### config.mk
export PLATFORM = sky130hd
export DESIGN_NAME = sha1_message_digest
export DESIGN_NICKNAME = d
export VERILOG_FILES = /design/src/rtl/core/sha1_pkg.sv /design/src/rtl/core/sha1_message_digest.sv
export SDC_FILE = /design/constraint.sdc
export NUM_CORES = 2
export LEC_CHECK = 0
export ABC_AREA = 1
export BUFFER_PORTS_ARGS = -buffer_cell sky130_fd_sc_hd__buf_2
export CAP_MARGIN = 10
export CORE_MARGIN = 5
export CORE_UTILIZATION = 52
export CTS_CLUSTER_DIAMETER = 50
export DETAILED_ROUTE_END_ITERATION = 12
export PLACE_DENSITY = 0.74
export SKIP_CTS_REPAIR_TIMING = 1
export SYNTH_ARGS = -nofsm -noshare
export SYNTH_HDL_FRONTEND = slang
export SYNTH_SLANG_ARGS = --single-unit
### constraint.sdc
create_clock -name clock -period 78.8 [get_ports clock]
set_input_delay 15.76 -clock clock [delete_from_list [all_inputs] [get_ports clock]]
set_output_delay 15.76 -clock clock [all_outputs]
set_load 0.005 [all_outputs]
### src/rtl/core/sha1_pkg.sv
// Package: SHA-1 engine types and constants.
package sha1_pkg;

   localparam logic [1:0] ACT_APPEND  = 2'd0;
   localparam logic [1:0] ACT_FINISH  = 2'd1;
   localparam logic [1:0] ACT_RESTART = 2'd2;

   localparam logic [1:0] ST_OK     = 2'd0;
   localparam logic [1:0] ST_SEALED = 2'd1;
   localparam logic [1:0] ST_LIMIT  = 2'd2;

   localparam logic [31:0] H0 = 32'h67452301;
   localparam logic [31:0] H1 = 32'hEFCDAB89;
   localparam logic [31:0] H2 = 32'h98BADCFE;
   localparam logic [31:0] H3 = 32'h10325476;
   localparam logic [31:0] H4 = 32'hC3D2E1F0;

   localparam logic [63:0] LEN_LIMIT = 64'hFFFF_FFFF_FFFF_FFF7;
   localparam logic [7:0]  PAD_BYTE  = 8'h80;

   typedef enum logic [3:0] {
      S_IDLE,
      S_LOAD,     // write one pad byte a cycle into the buffer
      S_WLOAD,    // pack byte lanes into round word
      S_ROUND,    // one compression round a cycle
      S_ADD,      // fold working vars into chaining words
      S_EMIT,     // present digest words
      S_REJECT    // present rejection word
   } state_type;

   function automatic logic [31:0] round_k(input logic [6:0] r);
      if (r < 7'd20)      return 32'h5A827999;
      else if (r < 7'd40) return 32'h6ED9EBA1;
      else if (r < 7'd60) return 32'h8F1BBCDC;
      else                return 32'hCA62C1D6;
   endfunction

   function automatic logic [31:0] round_f(input logic [6:0] r, input logic [31:0] b,
                                           input logic [31:0] c, input logic [31:0] d);
      if (r < 7'd20)      return (b & c) | (~b & d);
      else if (r < 7'd40) return b ^ c ^ d;
      else if (r < 7'd60) return (b & c) | (b & d) | (c & d);
      else                return b ^ c ^ d;
   endfunction

endpackage

### src/rtl/core/sha1_message_digest.sv
// Top level: SHA-1 engine with byte input stream and digest word output.
//
// Input channel req_*: one word per action. tdata = {data_byte[9:2], action[1:0]}.
// Append stores a byte and gives no result; a full 64-byte block runs the
// compressor. Finish pads, compresses and returns five words (index 0..4,
// rsp_tlast on index 4). A repeated finish re-sends the stored digest.
// Restart reloads initial values. Rejected appends return one word with a
// nonzero status and rsp_tlast set.
// An append that fills a block goes on after the accept through packing
// buffer bytes via the registered read, the rounds and the fold. Finish
// writes pad bytes up to the end of the block, then compresses it; when
// the length does not fit, a second pad block is written and compressed.
// Then the five result words follow.
// The single round unit (adder chain, one round per cycle) sets the rate;
// req_tready is low while an item is in progress.
// Reset (synchronous, active high) returns to initial chaining values.
// A stalled receiver holds rsp_* stable; the engine waits until each word
// is taken.
module sha1_message_digest (
   input  logic        clock,
   input  logic        reset,
   input  logic        req_tvalid,
   output logic        req_tready,
   input  logic [15:0] req_tdata,   // [1:0] action, [9:2] data_byte, rest zero
   output logic        rsp_tvalid,
   input  logic        rsp_tready,
   output logic [39:0] rsp_tdata,   // [31:0] digest_word, [34:32] word_index
   output logic        rsp_tlast,
   output logic [1:0]  rsp_tuser    // [1:0] status
);

   sha1_pkg::state_type state_ff, state_in;

   logic [7:0]  buf_mem [64];
   logic [31:0] w_ff [16];
   logic [31:0] h_ff [5];
   logic [31:0] a_ff, b_ff, c_ff, d_ff, e_ff;
   logic [6:0]  idx_ff;          // buffer fill / pad position
   logic [6:0]  rnd_ff;          // round or load counter
   logic [63:0] cnt_ff;
   logic        sealed_ff;
   logic        finishing_ff;    // compress is part of a finish
   logic        last_blk_ff;     // length goes into the current pad block
   logic [2:0]  widx_ff;
   logic [1:0]  rstat_ff;
   logic [7:0]  rd_ff;           // registered buffer read

   logic [1:0]  act;
   logic [7:0]  dbyte;
   logic        req_fire, rsp_fire;
   logic [31:0] t_val, wnew;
   logic [5:0]  rd_addr;
   logic [5:0]  wr_addr;
   logic [7:0]  wr_data;
   logic        wr_en;
   logic [7:0]  pad_byte;

   assign act      = req_tdata[1:0];
   assign dbyte    = req_tdata[9:2];
   assign req_fire = req_tvalid && req_tready;
   assign rsp_fire = rsp_tvalid && rsp_tready;

   // Outputs by state
   always_comb begin
      req_tready = (state_ff == sha1_pkg::S_IDLE);
      rsp_tvalid = (state_ff == sha1_pkg::S_EMIT) || (state_ff == sha1_pkg::S_REJECT);
      rsp_tdata  = '0;
      rsp_tlast  = 1'b1;
      rsp_tuser  = rstat_ff;
      if (state_ff == sha1_pkg::S_EMIT) begin
         rsp_tdata[31:0]  = h_ff[widx_ff];
         rsp_tdata[34:32] = widx_ff;
         rsp_tlast        = (widx_ff == 3'd4);
      end
   end

   // Pad byte at position idx_ff during S_LOAD; the marker bit flags the 0x80 byte
   always_comb begin
      pad_byte = 8'h00;
      if (idx_ff[6])
         pad_byte = sha1_pkg::PAD_BYTE;
      else if (idx_ff[5:0] >= 6'd56 && last_blk_ff)
         pad_byte = cnt_ff[8'd63 - {idx_ff[2:0], 3'b000} -: 8];
   end

   // Round word: first 16 from packed buffer, then message schedule
   assign wnew  = {w_ff[13] ^ w_ff[8] ^ w_ff[2] ^ w_ff[0]};
   assign t_val = {a_ff[26:0], a_ff[31:27]}
                + sha1_pkg::round_f(rnd_ff, b_ff, c_ff, d_ff)
                + e_ff + w_ff[0] + sha1_pkg::round_k(rnd_ff);

   assign rd_addr = rnd_ff[5:0];

   // Buffer write select
   always_comb begin
      wr_en   = 1'b0;
      wr_addr = idx_ff[5:0];
      wr_data = dbyte;
      if (state_ff == sha1_pkg::S_IDLE && req_fire && act == sha1_pkg::ACT_APPEND &&
          !sealed_ff && cnt_ff < sha1_pkg::LEN_LIMIT) begin
         wr_en = 1'b1;
      end else if (state_ff == sha1_pkg::S_LOAD) begin
         wr_en   = 1'b1;
         wr_data = pad_byte;
      end
   end

   always_ff @(posedge clock) begin
      if (wr_en) buf_mem[wr_addr] <= wr_data;
      rd_ff <= buf_mem[rd_addr];
   end

   // Next state
   always_comb begin
      state_in = state_ff;
      case (state_ff)
         sha1_pkg::S_IDLE: begin
            if (req_fire) begin
               case (act)
                  sha1_pkg::ACT_APPEND: begin
                     if (sealed_ff || cnt_ff >= sha1_pkg::LEN_LIMIT)
                        state_in = sha1_pkg::S_REJECT;
                     else if (idx_ff[5:0] == 6'd63)
                        state_in = sha1_pkg::S_WLOAD;
                  end
                  sha1_pkg::ACT_FINISH:
                     state_in = sealed_ff ? sha1_pkg::S_EMIT : sha1_pkg::S_LOAD;
                  default: state_in = sha1_pkg::S_IDLE;
               endcase
            end
         end
         sha1_pkg::S_LOAD:
            if (idx_ff[5:0] == 6'd63) state_in = sha1_pkg::S_WLOAD;
         sha1_pkg::S_WLOAD:
            if (rnd_ff == 7'd64) state_in = sha1_pkg::S_ROUND;
         sha1_pkg::S_ROUND:
            if (rnd_ff == 7'd79) state_in = sha1_pkg::S_ADD;
         sha1_pkg::S_ADD:
            if (!finishing_ff)     state_in = sha1_pkg::S_IDLE;
            else if (last_blk_ff)  state_in = sha1_pkg::S_EMIT;
            else                   state_in = sha1_pkg::S_LOAD;
         sha1_pkg::S_EMIT:
            if (rsp_fire && widx_ff == 3'd4) state_in = sha1_pkg::S_IDLE;
         sha1_pkg::S_REJECT:
            if (rsp_fire) state_in = sha1_pkg::S_IDLE;
         default: state_in = sha1_pkg::S_IDLE;
      endcase
   end

   // Datapath and control registers
   always_ff @(posedge clock) begin
      if (reset) begin
         state_ff     <= sha1_pkg::S_IDLE;
         h_ff[0]      <= sha1_pkg::H0;
         h_ff[1]      <= sha1_pkg::H1;
         h_ff[2]      <= sha1_pkg::H2;
         h_ff[3]      <= sha1_pkg::H3;
         h_ff[4]      <= sha1_pkg::H4;
         idx_ff       <= '0;
         rnd_ff       <= '0;
         cnt_ff       <= '0;
         sealed_ff    <= 1'b0;
         finishing_ff <= 1'b0;
         last_blk_ff  <= 1'b0;
         widx_ff      <= '0;
         rstat_ff     <= sha1_pkg::ST_OK;
      end else begin
         state_ff <= state_in;
         case (state_ff)
            sha1_pkg::S_IDLE: begin
               rnd_ff  <= '0;
               widx_ff <= '0;
               if (req_fire) begin
                  case (act)
                     sha1_pkg::ACT_APPEND: begin
                        if (sealed_ff) rstat_ff <= sha1_pkg::ST_SEALED;
                        else if (cnt_ff >= sha1_pkg::LEN_LIMIT)
                           rstat_ff <= sha1_pkg::ST_LIMIT;
                        else begin
                           rstat_ff     <= sha1_pkg::ST_OK;
                           idx_ff       <= {1'b0, idx_ff[5:0] + 6'd1};
                           cnt_ff       <= cnt_ff + 64'd8;
                           finishing_ff <= 1'b0;
                        end
                     end
                     sha1_pkg::ACT_FINISH: begin
                        rstat_ff <= sha1_pkg::ST_OK;
                        if (!sealed_ff) begin
                           finishing_ff <= 1'b1;
                           last_blk_ff  <= (idx_ff[5:0] < 6'd56);
                           // first pad cycle writes 0x80 below via idx marker
                           idx_ff       <= {1'b1, idx_ff[5:0]};
                        end
                     end
                     sha1_pkg::ACT_RESTART: begin
                        h_ff[0]   <= sha1_pkg::H0;
                        h_ff[1]   <= sha1_pkg::H1;
                        h_ff[2]   <= sha1_pkg::H2;
                        h_ff[3]   <= sha1_pkg::H3;
                        h_ff[4]   <= sha1_pkg::H4;
                        idx_ff    <= '0;
                        cnt_ff    <= '0;
                        sealed_ff <= 1'b0;
                     end
                     default: ;
                  endcase
               end
            end
            sha1_pkg::S_LOAD: begin
               idx_ff <= {1'b0, idx_ff[5:0] + 6'd1};
               rnd_ff <= '0;
            end
            sha1_pkg::S_WLOAD: begin
               // rd_ff holds byte rnd_ff-1; shift into the word array
               rnd_ff <= (rnd_ff == 7'd64) ? 7'd0 : rnd_ff + 7'd1;
               if (rnd_ff != 7'd0) begin
                  w_ff[15] <= {w_ff[15][23:0], rd_ff};
                  // w_ff[15] holds a whole word in the cycle after its fourth byte shifts in
                  if (rnd_ff[1:0] == 2'd1 && rnd_ff != 7'd1)
                     for (int i = 0; i < 15; i++) w_ff[i] <= w_ff[i+1];
               end
               a_ff <= h_ff[0];
               b_ff <= h_ff[1];
               c_ff <= h_ff[2];
               d_ff <= h_ff[3];
               e_ff <= h_ff[4];
            end
            sha1_pkg::S_ROUND: begin
               e_ff <= d_ff;
               d_ff <= c_ff;
               c_ff <= {b_ff[1:0], b_ff[31:2]};
               b_ff <= a_ff;
               a_ff <= t_val;
               for (int i = 0; i < 15; i++) w_ff[i] <= w_ff[i+1];
               w_ff[15] <= {wnew[30:0], wnew[31]};
               rnd_ff   <= rnd_ff + 7'd1;
            end
            sha1_pkg::S_ADD: begin
               h_ff[0] <= h_ff[0] + a_ff;
               h_ff[1] <= h_ff[1] + b_ff;
               h_ff[2] <= h_ff[2] + c_ff;
               h_ff[3] <= h_ff[3] + d_ff;
               h_ff[4] <= h_ff[4] + e_ff;
               idx_ff  <= '0;
               if (finishing_ff) begin
                  if (last_blk_ff) begin
                     cnt_ff    <= '0;
                     sealed_ff <= 1'b1;
                  end else begin
                     last_blk_ff <= 1'b1;
                  end
               end
            end
            sha1_pkg::S_EMIT:
               if (rsp_fire) widx_ff <= widx_ff + 3'd1;
            default: ;
         endcase
      end
   end

   // Assertions
   a_no_accept_busy: assert property (@(posedge clock) disable iff (reset)
      state_ff != sha1_pkg::S_IDLE |-> !req_tready)
      else $error("input taken while busy");
   a_emit_hold: assert property (@(posedge clock) disable iff (reset)
      rsp_tvalid && !rsp_tready |=> $stable(rsp_tdata))
      else $error("result changed under stall");
   a_round_bound: assert property (@(posedge clock) disable iff (reset)
      state_ff == sha1_pkg::S_ROUND |-> rnd_ff < 7'd80)
      else $error("round counter overrun");
   a_sealed_finish: assert property (@(posedge clock) disable iff (reset)
      state_ff == sha1_pkg::S_EMIT |-> sealed_ff)
      else $error("digest sent while unsealed");

endmodule
==> impl_metrics.env <==
export IMPL_final_layout_size_suffix_gt1_share_pct=6.10
export IMPL_dieArea_mm2=0.148
export IMPL_yosys_area_share_xor_xnor_pct=1.55
export IMPL_hold_viol_final=0
export IMPL_outcome="finished, final reports clean"
export IMPL_max_slew_margin_pct=18.2
export IMPL_fmax_ghz=0.0502
export IMPL_portBuffers=53
export IMPL_drtPass1Iterations=6
export IMPL_cp_arrival_ns=20.31
export IMPL_busiest_layer="met2"
export IMPL_grt_use_met1_pct=39.3
export IMPL_register_area_mm2=0.0423
export IMPL_slew_violations=0
export IMPL_root_buffer="clkbuf_16"
export IMPL_met3_usage_pct=5.20
export IMPL_yosys_area_top_type_share_pct=55.3
export IMPL_ir_drop_mv=0.0266
export IMPL_cp_start_kind="input port"
export IMPL_synthDistinctLibCells=60
export IMPL_synth_edf_count=1344
export IMPL_synth_compound_area_share_pct=12.0
export IMPL_synth_top_family_by_area="simple AND/OR/NAND/NOR gates"
export IMPL_synth_seq_area_share_pct=58.0
export IMPL_grt_pass1_vias=53500
export IMPL_coreArea_mm2=0.140
export IMPL_rows=137
export IMPL_ys_flop_type="edfxtp_1"
export IMPL_dp_hpwl_um=158000
export IMPL_power_density_mw_per_mm2=21.2
export IMPL_path_max_fanout=84
export IMPL_start_util_pct=52.3
export IMPL_via_per_inst=5.89
export IMPL_cts_max_path_buffers=3
export IMPL_netlist_instances=7357
export IMPL_syn_area_per_cell_um2=9.92
export IMPL_synth_seq_cells=1442
export IMPL_synth_top_area_cell="edfxtp_1"
export IMPL_cp_cell_sequence="buf_2 > buf_4 > inv_1 > nand2_2 > buf_4 > o21ai_4 > buf_4 > buf_4 > buf_4"
export IMPL_slowest_delay_ns=0.90
export IMPL_grt_use_total_pct=30.0
export IMPL_rsz0062_at_grt="no"
export IMPL_die_height_um=385
export IMPL_dr_total_vias=55500
export IMPL_setup_viol=0
export IMPL_drt_iter0_markers=6724
export IMPL_ios=65
export IMPL_post_route_drc_count=0
export IMPL_path_class="in2reg"
export IMPL_synthTopCellsByArea="edfxtp_1 (55%), nand2_1 (6.9%), o21ai_0 (5.0%)"
export IMPL_die_x_um=385
export IMPL_cap_violations=0
export IMPL_area_delta_synth_final_pct=11.0
export IMPL_postRouteAntennaNets=0
export IMPL_ys_warn_count=0
export IMPL_synthAdderAreaFrac_pct=6.92
export IMPL_final_nets=7749
export IMPL_grt_overflow_total=0
export IMPL_leakagePower_nw=30.2
export IMPL_end_kind="register"
export IMPL_fin_crit_ns=19.94
export IMPL_post_route_period_util_pct=25.3
export IMPL_clock_sinks=1442
export IMPL_timing_setup_tns_ns=0
export IMPL_fin_skew_ns=0.0623
export IMPL_synth_simple_area_share_pct=16.2
export IMPL_cts_tree="yes"
export IMPL_cp_num_buf_inv=7
export IMPL_clkTransAtPathRegs_ns=0.07
export IMPL_path_delay_family="buffers and inverters"
export IMPL_synthMuxAreaShare_pct=0
export IMPL_total_power_mw=1.72
export IMPL_worstMarginPinSlew_ns=1.23
export IMPL_critPathSlowestCell="buf_4"
export IMPL_wire_per_inst_um=23.7
export IMPL_crit_top_cell="buf_4"
export IMPL_multi_input_area_mm2=0.0269
export IMPL_nFillCells=11800
export IMPL_htree_levels=4
export IMPL_gp_congestion=1.00
export IMPL_synth_area_mm2=0.0730
export IMPL_crit_required_ns=79.17
export IMPL_wirelength_um=223000
export IMPL_antenna_found_initial=2
export IMPL_grt_pass1_wl_um=333000
export IMPL_cts_buffers=167
export IMPL_synthArstFlopShare_pct=0
export IMPL_grt_max_degree=197
export IMPL_hold_path_class="reg2reg"
export IMPL_met2_usage_pct=47.5
export IMPL_clk_insertion_delay_late_ns=0.82
[flip-flops by register name, indices dropped and copies added (netlist names), 7 cells and up, named ones only]
signal and count:
buf_mem 512, c_ff 32, h_ff 160, idx_ff 7
a_ff 32, cnt_ff 61, w_ff 512, b_ff 32
e_ff 32, d_ff 32, rnd_ff 7, rd_ff 8
[path summary, 6_finish.rpt]
check                                   from      endpoint  slack, ns  cells after the start
worst max-delay path                   reset  w_ff[0][121]      58.86                      9
worst min-delay path            w_ff[0][217]  w_ff[0][185]       0.37                      0
worst max register to register     rnd_ff[4]      a_ff[30]      70.79                     23
worst min register to register  w_ff[0][217]  w_ff[0][185]       0.37                      0
[where the power goes]
part           leakage [nW]  internal, mW  switching, mW
registers              12.8         0.835        0.00482
logic                  14.6        0.0190         0.0555
clock network          2.79         0.472          0.334
[final cells by class]
class | instances | share of cell area (%)
repair buffers | 103 | 0.837
multi-input cells | 4905 | 33.2
diodes | 2 | 0.00618
well taps | 1876 | 2.90
clock inverters | 108 | 1.74
inverters | 781 | 3.63
flip-flops and latches | 1442 | 52.2
clock buffers | 203 | 5.48
[cells in the final DEF (no fill, tap or decap), drive strengths merged, types with 103 or more instances in the layout]
master     n
nor2     944
inv      792
edfxtp  1344
fa       125
ha       204
o22ai    162
o21ai    729
clkbuf   203
xnor2    112
buf      103
nand3    342
nand2   1345
a21oi    488
[cells by family (layout without fill, tap and decap cells)]
kind of cell | Yosys count | after routing
adders and majority gates | 329 | 329
DFF | 1442 | 1442
xor gates and xnor gates | 129 | 129
other | 1 | 8
buffers and inverters | 1015 | 1195
and+or+nand+nor | 2855 | 2855
AOI/OAI and AO/OA | 1586 | 1586
[per-layer routing]
layer / part of all wire (%) / up-vias / routed length (um)
met2: 46 / 2749 / 102000
met4: 6.8 / 0 / 15200
li1: - / 25500 / -
met3: 8.5 / 578 / 19000
met1: 39 / 26700 / 87200
met5: 0 / - / 0
[synthesized netlist by cell type, types with 13 or more instances]
cell type  number
a21boi_0       21
a21o_1         22
a21oi_1       488
a31oi_1        13
buf_2          40
clkbuf_1      172
dfxtp_1        98
edfxtp_1     1344
fa_1          125
ha_1          204
inv_1         767
nand2_1      1335
nand3_1       339
nand3b_1       16
nand4_1        84
nor2_1        933
nor3_1         64
nor4_1         14
o211ai_1       18
o21a_1         35
o21ai_0       726
o21bai_1       57
o22ai_1       162
or2_2          18
xnor2_1       112
xor2_1         17
[metrics by stage]
| step | std cells | utilization [%] | hold WS, ns | setup WS [ns] | area, um2 |
|---|---|---|---|---|---|
| 2_1_floorplan | 7362 | - | 0.400 | 27.24 | 73000 |
| 3_3_place_gp | 9107 | 53.9 | 0.400 | 58.12 | 75200 |
| 3_5_place_dp | 9107 | 53.9 | 0.405 | 57.99 | 75200 |
| 4_1_cts | 9418 | 58.1 | 0.366 | 58.83 | 81000 |
| 5_1_grt | 9418 | 58.1 | 0.373 | 58.52 | 81000 |
| 6_report | 9420 | 58.1 | 0.370 | 58.86 | 81000 |
Power figures use the tool's default switching activity.
